File: config.mk
export PLATFORM = sky130hd
export DESIGN_NAME = bfr_outq
export DESIGN_NICKNAME = d
export VERILOG_FILES = /design/src/design/bfr_pkg.sv /design/src/design/bfr_outq.sv
export SDC_FILE = /design/constraint.sdc
export NUM_CORES = 1
export LEC_CHECK = 0
export ABC_AREA = 1
export BUFFER_PORTS_ARGS = -buffer_cell sky130_fd_sc_hd__buf_2
export CORE_AREA = 2 2 172 90
export CTS_BUF_LIST = sky130_fd_sc_hd__clkbuf_4 sky130_fd_sc_hd__clkbuf_8
export CTS_CLUSTER_SIZE = 30
export DETAILED_ROUTE_END_ITERATION = 10
export DIE_AREA = 0 0 174 92
export PLACE_DENSITY = 0.81
export SYNTH_ARGS = -nofsm -noshare
export SYNTH_HDL_FRONTEND = slang
export SYNTH_SLANG_ARGS = --single-unit
File: constraint.sdc
create_clock -name i_clk -period 8.7 [get_ports i_clk]
set_clock_uncertainty 0.05 [all_clocks]
set_input_delay 1.74 -clock i_clk [delete_from_list [all_inputs] [get_ports i_clk]]
set_output_delay 1.74 -clock i_clk [all_outputs]
set_load 0.1 [all_outputs]
File: src/design/bfr_pkg.sv
package bfr_pkg;

    localparam int PROD_W = 32;
    localparam int PART_W = 35;
    localparam int SUM_W  = 40;
    localparam int FRAC_W = 13;

    typedef logic [15:0] t_sample;
    // channels: a_red, a_green, a_blue, b_red, b_green, b_blue
    typedef logic [5:0][15:0] t_pix;
    // two stored lines of one column, [0] is the older
    typedef logic [1:0][5:0][15:0] t_line;
    // one window column, [0] is the oldest row
    typedef logic [2:0][5:0][15:0] t_col;
    typedef logic signed [PART_W-1:0] t_part;

    typedef enum logic {
        CFG_FRAME_WIDTH  = 1'b0,
        CFG_FRAME_HEIGHT = 1'b1
    } t_cfg_idx;

    typedef struct packed {
        logic              v;
        logic              int_v;
        logic              bord_v;
        logic              par;
        logic [10:0]       int_col;
        logic [10:0]       int_row;
        logic [10:0]       bord_col;
        logic [10:0]       bord_row;
        logic [3:0][15:0]  bord_q;   // top_left, top_right, bottom_left, bottom_right
    } t_meta;

    // [site][parity][channel][row*3+col]
    localparam logic signed [15:0] COEF [4][2][6][9] = '{
        '{
            '{ '{17,-87,-27,-463,497,-26,189,-221,-3},
               '{-2549,2702,-73,-277,537,40,3950,-3976,47},
               '{2540,-2501,-130,881,-987,-292,-4222,4176,-153},
               '{532,-295,-48,3374,-2774,35,-10387,10458,16},
               '{-515,645,-56,-4905,11107,190,10386,-10213,-100},
               '{-178,95,-34,2130,-686,-29,-161,121,-88} },
            '{ '{-8,-360,355,-113,361,-1594,138,51,-302},
               '{85,8568,-8264,128,-9194,9167,49,-1701,1878},
               '{32,-7766,7688,79,9079,-8702,-74,1793,-1796},
               '{-243,14363,-14345,-68,685,2031,-133,-2819,2781},
               '{-80,-14095,14148,375,8186,-2135,-163,3080,-3086},
               '{-33,157,-43,9,-589,554,-19,66,52} } },
        '{
            '{ '{567,-577,174,114,-44,-384,-72,260,-16},
               '{617,-393,-14,8087,-7671,-710,741,-868,-47},
               '{-1344,1352,647,-7923,8321,4918,-735,608,793},
               '{-3509,3389,-38,-2787,2812,167,14593,-14702,-61},
               '{3399,-3717,-259,2445,-2093,651,-14566,14225,-60},
               '{174,-115,85,566,104,707,-48,133,312} },
            '{ '{-51,-155,410,-8,-281,496,91,223,-236},
               '{-29,-688,1069,-60,1345,-1225,18,-1678,1589},
               '{-63,1469,-1389,197,-240,956,-116,1615,-1395},
               '{-183,6555,-6596,-85,-4934,4731,20,-5176,5053},
               '{-11,-6824,6288,24,3998,-3497,-126,5238,-5642},
               '{-113,850,-39,211,6028,-225,-107,710,194} } },
        '{
            '{ '{464,-524,-122,-326,951,387,-104,21,-83},
               '{-8348,8083,-79,4527,-3959,230,-3018,2623,-30},
               '{7664,-7586,-30,-3884,3730,18,2734,-2820,-44},
               '{9398,-8421,-99,1177,5070,266,-3032,3936,-42},
               '{-9194,8993,-11,-1766,1417,-21,2541,-2394,-190},
               '{-347,259,90,802,-711,-37,498,-359,-93} },
            '{ '{-165,-194,866,192,263,5460,-149,-32,654},
               '{-221,5416,-5716,263,13406,-13528,-175,-3649,3261},
               '{44,-5604,5608,43,-13116,12935,-85,3325,-3198},
               '{215,-2989,2957,526,8633,-7560,144,1149,-1040},
               '{29,2515,-2704,-353,-7354,8103,-62,-601,763},
               '{-1,256,-216,-76,-43,-64,21,-276,332} } },
        '{
            '{ '{65,4,-66,590,-145,169,-257,335,-110},
               '{5358,-5380,-148,-3296,9438,248,-291,344,-118},
               '{-5643,5667,-59,3132,-2045,105,366,-371,101},
               '{-359,326,-96,-6351,6546,148,3276,-3338,58},
               '{524,-416,40,6370,-6356,287,-3268,3512,85},
               '{-236,128,31,-493,3,-92,-128,82,-73} },
            '{ '{3,-212,158,-100,-1503,4434,63,-172,35},
               '{-16,5670,-5584,217,20874,-15239,-30,-3319,3400},
               '{22,-4978,5059,140,-11578,11114,-23,3964,-3788},
               '{-316,7759,-7823,-1557,4812,-4535,-340,197,-104},
               '{38,-7236,7264,107,-4937,5463,-133,-218,607},
               '{-4,-473,467,98,673,-390,-25,603,-404} } }
    };

endpackage

File: src/design/bfr_outq.sv
module bfr_outq
    import bfr_pkg::*;
(
    input  logic        i_clk,
    input  logic        i_rst_n,
    input  t_meta       i_meta,
    input  t_sample     i_site [4],
    input  logic        i_out_stall,
    output logic        o_en,
    output logic        o_out_valid,
    output logic [10:0] o_out_col,
    output logic [10:0] o_out_row,
    output logic [15:0] o_top_left,
    output logic [15:0] o_top_right,
    output logic [15:0] o_bottom_left,
    output logic [15:0] o_bottom_right,
    output logic        o_is_border,
    output logic        o_last
);

    logic             r_pend_i;
    logic             r_pend_b;
    logic [10:0]      r_int_col;
    logic [10:0]      r_int_row;
    logic [10:0]      r_bord_col;
    logic [10:0]      r_bord_row;
    logic [3:0][15:0] r_int_q;
    logic [3:0][15:0] r_bord_q;
    logic             w_acc;

    assign o_out_valid = r_pend_i | r_pend_b;
    assign w_acc       = o_out_valid & ~i_out_stall;
    // take a new item once the held one is gone after this cycle
    assign o_en        = ~o_out_valid | (w_acc & ~(r_pend_i & r_pend_b));

    always_ff @(posedge i_clk) begin
        if (!i_rst_n) begin
            r_pend_i <= 1'b0;
            r_pend_b <= 1'b0;
        end else if (o_en) begin
            r_pend_i <= i_meta.v & i_meta.int_v;
            r_pend_b <= i_meta.v & i_meta.bord_v;
        end else if (w_acc) begin
            if (r_pend_i) begin
                r_pend_i <= 1'b0;
            end else begin
                r_pend_b <= 1'b0;
            end
        end
        if (o_en) begin
            r_int_col  <= i_meta.int_col;
            r_int_row  <= i_meta.int_row;
            r_bord_col <= i_meta.bord_col;
            r_bord_row <= i_meta.bord_row;
            r_bord_q   <= i_meta.bord_q;
            for (int s = 0; s < 4; s++) begin
                r_int_q[s] <= i_site[s];
            end
        end
    end

    // interior quad goes first, border quad second
    assign o_out_col      = r_pend_i ? r_int_col : r_bord_col;
    assign o_out_row      = r_pend_i ? r_int_row : r_bord_row;
    assign o_top_left     = r_pend_i ? r_int_q[0] : r_bord_q[0];
    assign o_top_right    = r_pend_i ? r_int_q[1] : r_bord_q[1];
    assign o_bottom_left  = r_pend_i ? r_int_q[2] : r_bord_q[2];
    assign o_bottom_right = r_pend_i ? r_int_q[3] : r_bord_q[3];
    assign o_is_border    = ~r_pend_i;
    assign o_last         = ~(r_pend_i & r_pend_b);

endmodule

==> results.py, run 1 <==
metrics = {
    "status": {
        "status": "completed",
    },
    "clock_tree": {
        "holdBufCountCts": 0,
        "cts_root_buffer": "clkbuf_8",
        "post_cts_resized": 0,
        "clk-insertion-delay-late_ns": 0.43,
        "postCtsSetupBuffers": 0,
        "cts_buffers": 17,
        "cts.sinks": 174,
        "cts_max_level": 4,
        "clk_pin_slew_ns": 0.10,
        "clockBufferDepth": 2,
        "cts_tree": "yes",
    },
    "route": {
        "drc": 0,
        "drt_iter0_markers": 209,
        "routed.top_layer": "met4",
        "first_pass_iters": 5,
        "wl_per_cell_um": 14.28,
        "met3_length_mm": 1.090,
        "postRouteAntennaNets": 0,
        "vias": 4218,
        "dr_wl_met2_mm": 6.655,
        "drt-total-wl_mm": 13.62,
        "avgViaCountPerCell": 4.421,
        "wl_met1_mm": 5.793,
    },
    "global_routing": {
        "grt_usage_pct": 17.23,
        "grt_pass1_vias": 4027,
        "grt_pass1_wl_mm": 20.63,
        "grt_max_degree": 93,
        "antenna_found_initial": 0,
        "grt_overflow": 0,
    },
    "place": {
        "placed_area_um2": 7865,
        "place_hpwl_mm": 9.230,
        "place_inst": 922,
        "gp_congestion": 0.7675,
        "port_buffers": 267,
        "dpl_worst_slack_ns": 3.778,
    },
    "synth": {
        "syn-num-nets": 648,
        "netlist_area_um2": 6374,
        "synth_cell_type_count": 10,
        "synth_area_leaders": "edfxtp_1, nand2_1, buf_4",
        "synth_top_cell_area_share_pct": 81.04,
        "synth_top_area_cell": "edfxtp_1",
        "ys_ff_latch": 174,
        "yosys_warnings": 0,
        "synthCells": 469,
        "syn_area_per_cell_um2": 13.59,
        "ys_seq_area_share_pct": 81.66,
    },
    "floorplanning": {
        "die_y_um": 92,
        "die-area_um2": 16010,
        "std_cell_rows": 32,
        "io_pins": 269,
        "die_w_um": 174,
        "core_um2": 14730,
        "initial_core_util_pct": 43.26,
    },
    "timing": {
        "slew_headroom_pct": 30.66,
        "finalMaxSlewViolations": 0,
        "fmaxAchievable_ghz": 0.1922,
        "setup_viol": 0,
        "finalCritPeriodShare_pct": 59.79,
        "rsz0062_at_grt": "no",
        "finalHoldViolations": 0,
        "holdWs_ns": 0.4770,
        "worstMarginPinSlew_ns": 1.040,
        "fin_ws_ns": 3.498,
        "finalCriticalPeriod_ns": 5.202,
        "fin_setup_tns_ns": 0,
    },
    "pwr": {
        "power_per_cell_area_nw_per_um2": 248.3,
        "ir_drop_mv": 0.1131,
        "power_mw": 2.049,
        "power.leakage_nw": 3.854,
    },
    "finish": {
        "fin_nets": 916,
        "fin_util_pct": 56.00,
        "finalNonFillerCells": 954,
        "insertedDiodeCount": 0,
        "stdcell_area_um2": 8252,
        "drive_above_1_share_pct": 40.27,
        "fillers": 1235,
        "syn_to_final_growth_pct": 29.47,
    },
    "run": {
        "maxCapViolations": 0,
    },
    "critical_path": {
        "worstSetupStartpointType": "register",
        "crit_type": "reg -> out",
        "end_kind": "output port",
        "crit_arrival_ns": 3.41,
        "critPathRequiredTime_ns": 6.91,
        "cp_max_fo": 92,
    },
    "min_path": {
        "hold_class": "reg -> reg",
    },
}
[cells in the final DEF (no fill, tap or decap)]
cell,count
a21oi_1,2
buf_2,267
buf_4,1
clkbuf_4,1
clkbuf_8,17
clkinv_1,1
clkinv_4,2
clkinv_8,2
dfxtp_1,1
dfxtp_4,1
edfxtp_1,172
inv_1,5
inv_4,1
inv_6,4
inv_8,5
nand2_1,267
nand2_8,1
[cell usage after synthesis]
library cell  count
nand2_1         267
dfxtp_1           2
edfxtp_1        172
buf_6             2
nand2_2           1
buf_4             7
inv_1             5
buf_2            10
a21oi_1           2
inv_4             1
[worst max-delay path, cell delays in order, from the launching register on]
cell and delay, ns:
dfxtp_4 0.65, inv_4 0.81, nand2_1 0.32, nand2_8 0.57
buf_2 0.55
[logic make-up (layout without fill, tap and decap cells)]
family | Yosys count | count (layout) | synth area share, %
simple gates | 268 | 268 | 15.82
flops | 174 | 174 | 81.66
buf+inv | 25 | 306 | 2.356
compound gates | 2 | 2 | 0.1571
[final cells by class]
| cell class | instances | area (um2) | share of cell area [%] |
|---|---|---|---|
| inverter | 6 | 25.02 | 0.3033 |
| clock buffer | 18 | 241.5 | 2.926 |
| timing repair buffer | 268 | 1344 | 16.29 |
| sequential | 174 | 5209 | 63.12 |
| multi-input combinational | 270 | 1032 | 12.51 |
| tap | 204 | 255.2 | 3.093 |
| clock inverter | 14 | 145.1 | 1.759 |
[final timing paths]
kind | cells after the start | slack [ns] | to | startpoint
worst max register to register | 4 | 4.90 | r_bord_q[27] | r_pend_i
worst max-delay path | 4 | 3.50 | o_en | r_pend_i
worst min-delay path | 2 | 0.48 | r_pend_b | r_pend_b
worst min register to register | 2 | 0.48 | r_pend_b | r_pend_b
[state kept, by name, summed over array words and instances, names as in the netlist]
name / cells
r_int_col: 11
r_bord_row: 11
r_bord_col: 11
r_int_q: 64
r_pend_i: 1
r_pend_b: 1
r_bord_q: 64
r_int_row: 11
[metal layers]
metal / global-route usage, % / up-vias
met5: 0 / -
li1: - / 2112
met1: 21.75 / 1927
met4: 4.412 / 0
met3: 6.095 / 8
met2: 28.62 / 171
[power breakdown]
part / switching [mW] / leakage [nW] / internal, mW
Clock: 0.319 / 0.199 / 0.219
Sequential: 0.0231 / 1.80 / 0.996
Combinational: 0.416 / 1.85 / 0.0765
(Power assumes the default switching activity.)
==> inputs of run 2 (changes only) <==
- ABC_AREA: 1 -> 0
- CORE_AREA: 2 2 172 90 -> 2 2 171 89
- DIE_AREA: 0 0 174 92 -> 0 0 173 91
- clock period: 8.7 -> 5.12 ns (I/O delays scaled with it)
==> run 2 against run 1 <==
  * Final cell count shrank 19%
  * Design area down 0.45%
  * Critical path depth decreased by 1
  * Critical endpoint is now o_top_left[6]
  * Highest routed layer is now met5
==> results.py, run 2 <==
metrics = {
    "route": {
        "drt_iter0_markers": 234,
        "first_pass_iters": 4,
        "drt-total-wl_mm": 13.58,
        "avgViaCountPerCell": 4.696,
        "drc": 0,
        "vias": 3625,
        "postRouteAntennaNets": 0,
        "wl_per_cell_um": 17.59,
    },
    "place": {
        "place_hpwl_mm": 9.332,
        "port_buffers": 267,
        "gp_congestion": 0.8371,
        "placed_area_um2": 7866,
        "dpl_worst_slack_ns": 1.927,
    },
    "timing": {
        "finalCriticalPeriod_ns": 3.652,
        "rsz0062_at_grt": "no",
        "finalMaxSlewViolations": 0,
        "finalHoldViolations": 0,
        "setup_viol": 0,
        "slew_headroom_pct": 19.44,
        "fin_setup_tns_ns": 0,
        "worstMarginPinSlew_ns": 1.208,
        "finalCritPeriodShare_pct": 71.32,
        "fmaxAchievable_ghz": 0.2738,
        "fin_ws_ns": 1.468,
    },
    "critical_path": {
        "crit_slowest_cell": "dfxtp_4",
        "cp_max_fo": 89,
        "worstSetupStartpointType": "register",
        "critPathRequiredTime_ns": 4.05,
        "crit_arrival_ns": 2.58,
        "max_stage_delay_ns": 1.12,
        "end_kind": "output port",
        "path_cells": "buf_4 -> mux2_2 -> buf_2",
        "critical_path.startpoint": "r_pend_i",
        "cp_num_buf_inv": 2,
        "crit_type": "reg -> out",
        "timing.rr.start": "r_pend_i",
        "critPathTopFamily": "flip-flops",
    },
    "floorplanning": {
        "die-area_um2": 15740,
        "std_cell_rows": 31,
        "die_w_um": 173,
        "core_um2": 14200,
        "io_pins": 269,
        "die_y_um": 91,
        "initial_core_util_pct": 44.59,
    },
    "synth": {
        "ys_seq_area_share_pct": 82.23,
        "synth_area_leaders": "edfxtp_1, mux2_2, buf_6",
        "synthTopCellsByCount": "edfxtp_1, mux2_2, buf_6",
        "synth_cell_type_count": 16,
        "synth_edf_count": 172,
        "synth_fa_ha_area_share_pct": 0,
        "syn_area_per_cell_um2": 22.45,
        "yosys_warnings": 0,
        "netlist_area_um2": 6330,
        "synthFlopType": "edfxtp_1",
        "synth.area.mux_share_pct": 15.30,
        "synth_top_area_cell": "edfxtp_1",
        "yosysMostFrequentCell": "edfxtp_1",
        "synth_top_cell_area_share_pct": 81.60,
        "syn-num-nets": 461,
        "synth_xor_area_share_pct": 0,
        "synthCells": 282,
        "ys_ff_latch": 174,
        "synth-compound-area-share_pct": 0.4942,
        "synth-simple-area-share_pct": 0.4942,
        "synthArstFlopShare_pct": 0,
        "synth_top_family_by_area": "multiplexers",
    },
    "pwr": {
        "power.leakage_nw": 3.359,
        "pwr-share-clk_pct": 24.7,
        "p_switching_mw": 1.235,
        "ir_drop_mv": 0.2859,
        "sw_frac_of_total_pct": 35.90,
        "p_int_mw": 2.205,
        "p_seq_share_pct": 50.7,
        "power_per_cell_area_nw_per_um2": 418.7,
        "p_comb_share_pct": 24.6,
    },
    "run": {
        "maxCapViolations": 0,
    },
    "clock_tree": {
        "post_cts_resized": 0,
        "postCtsSetupBuffers": 0,
        "cts_tree": "yes",
        "holdBufCountCts": 0,
        "clk_pin_slew_ns": 0.09,
        "cts_root_buffer": "clkbuf_8",
        "clockBufferDepth": 2,
        "cts_max_level": 4,
        "clk-insertion-delay-late_ns": 0.43,
        "cts_buffers": 17,
        "cts.sinks": 174,
    },
    "finish": {
        "stdcell_area_um2": 8214,
        "drive_above_1_share_pct": 67.89,
        "largestRegisters": "r_bord_q x64, r_int_q x64",
        "layout_common_cells": "buf_2, edfxtp_1, mux2_2",
        "syn_to_final_growth_pct": 29.77,
        "final_common_cell": "buf_2",
        "fin_nets": 739,
    },
    "global_routing": {
        "grt_pass1_vias": 3684,
        "grt_max_degree": 173,
        "grt_pass1_wl_mm": 20.03,
        "antenna_found_initial": 2,
        "grt_usage_pct": 17.17,
        "grt_overflow": 0,
    },
    "min_path": {
        "hold_class": "reg -> reg",
        "hp-start": "r_pend_b",
    },
    "status": {
        "status": "completed",
    },
}
-- run 2: cell types whose count changed after synthesis, sizes merged --
cell / delta
a211oi: +1
a21oi: -1
a31oi: +1
buf: -9
inv: -5
mux2: +86
nand2: -266
nand3: +2
nor3b: +1
o21a: +1
o21ai: +1
or2: +1
-- run 2: cell type report --
type,count,area (um2)
clock inverters,15,111.4
diodes,1,2.502
multi-input cells,97,1042
repair buffers,269,1364
clock buffers,17,234.0
well taps,198,247.7
inverters,1,3.754
flip-flops and latches,174,5209
fillers,1095,5982
-- run 2: path summary, 6_finish.rpt --
kind	slack (ns)	endpoint	cells after the start
setup reg to reg	2.62	r_int_q[30]	3
hold / removal	0.56	r_pend_b	2
setup / recovery	1.47	o_top_left[6]	3
hold reg to reg	0.56	r_pend_b	2
-- run 2: layer usage --
metal / up-vias / wire length (um) / global-route usage [%]
li1: 1677 / - / -
met1: 1762 / 5601 / 21.13
met2: 167 / 6563 / 27.73
met3: 17 / 1268 / 7.454
met4: 2 / 136 / 5.085
met5: - / 11 / 0
-- run 2: worst reg2reg max path, stage by stage (launching register included) --
cell and delay, ns:
dfxtp_4 0.67, o21a_1 0.40, a21oi_4 0.22, buf_12 0.64
-- run 2: power by group through the flow --
stage | Clock, mW | Sequential, mW | Combinational (mW)
floorplan | 0 | 1.76 | 0.713
global placement | 0 | 1.77 | 0.839
detailed placement | 0 | 1.78 | 0.851
CTS | 0.875 | 1.75 | 0.854
global route | 0.927 | 1.76 | 0.872
finish | 0.848 | 1.74 | 0.847
-- run 2: logic make-up after synthesis --
kind of cell / Yosys count
DFF: 174
muxes: 86
buffers and inverters: 11
and+or+nand+nor: 6
AOI/OAI and AO/OA: 5
-- run 2: through the flow --
stage | instances | hold slack [ns] | util (%) | total power, mW
after floorplan | 282 | 0.4852 | - | 2.469
after global placement | 739 | 0.5075 | 55.41 | 2.607
after detailed placement | 739 | 0.5413 | 55.41 | 2.629
after CTS | 771 | 0.5549 | 57.84 | 3.475
after global routing | 771 | 0.5900 | 57.84 | 3.556
final | 772 | 0.5570 | 57.86 | 3.440
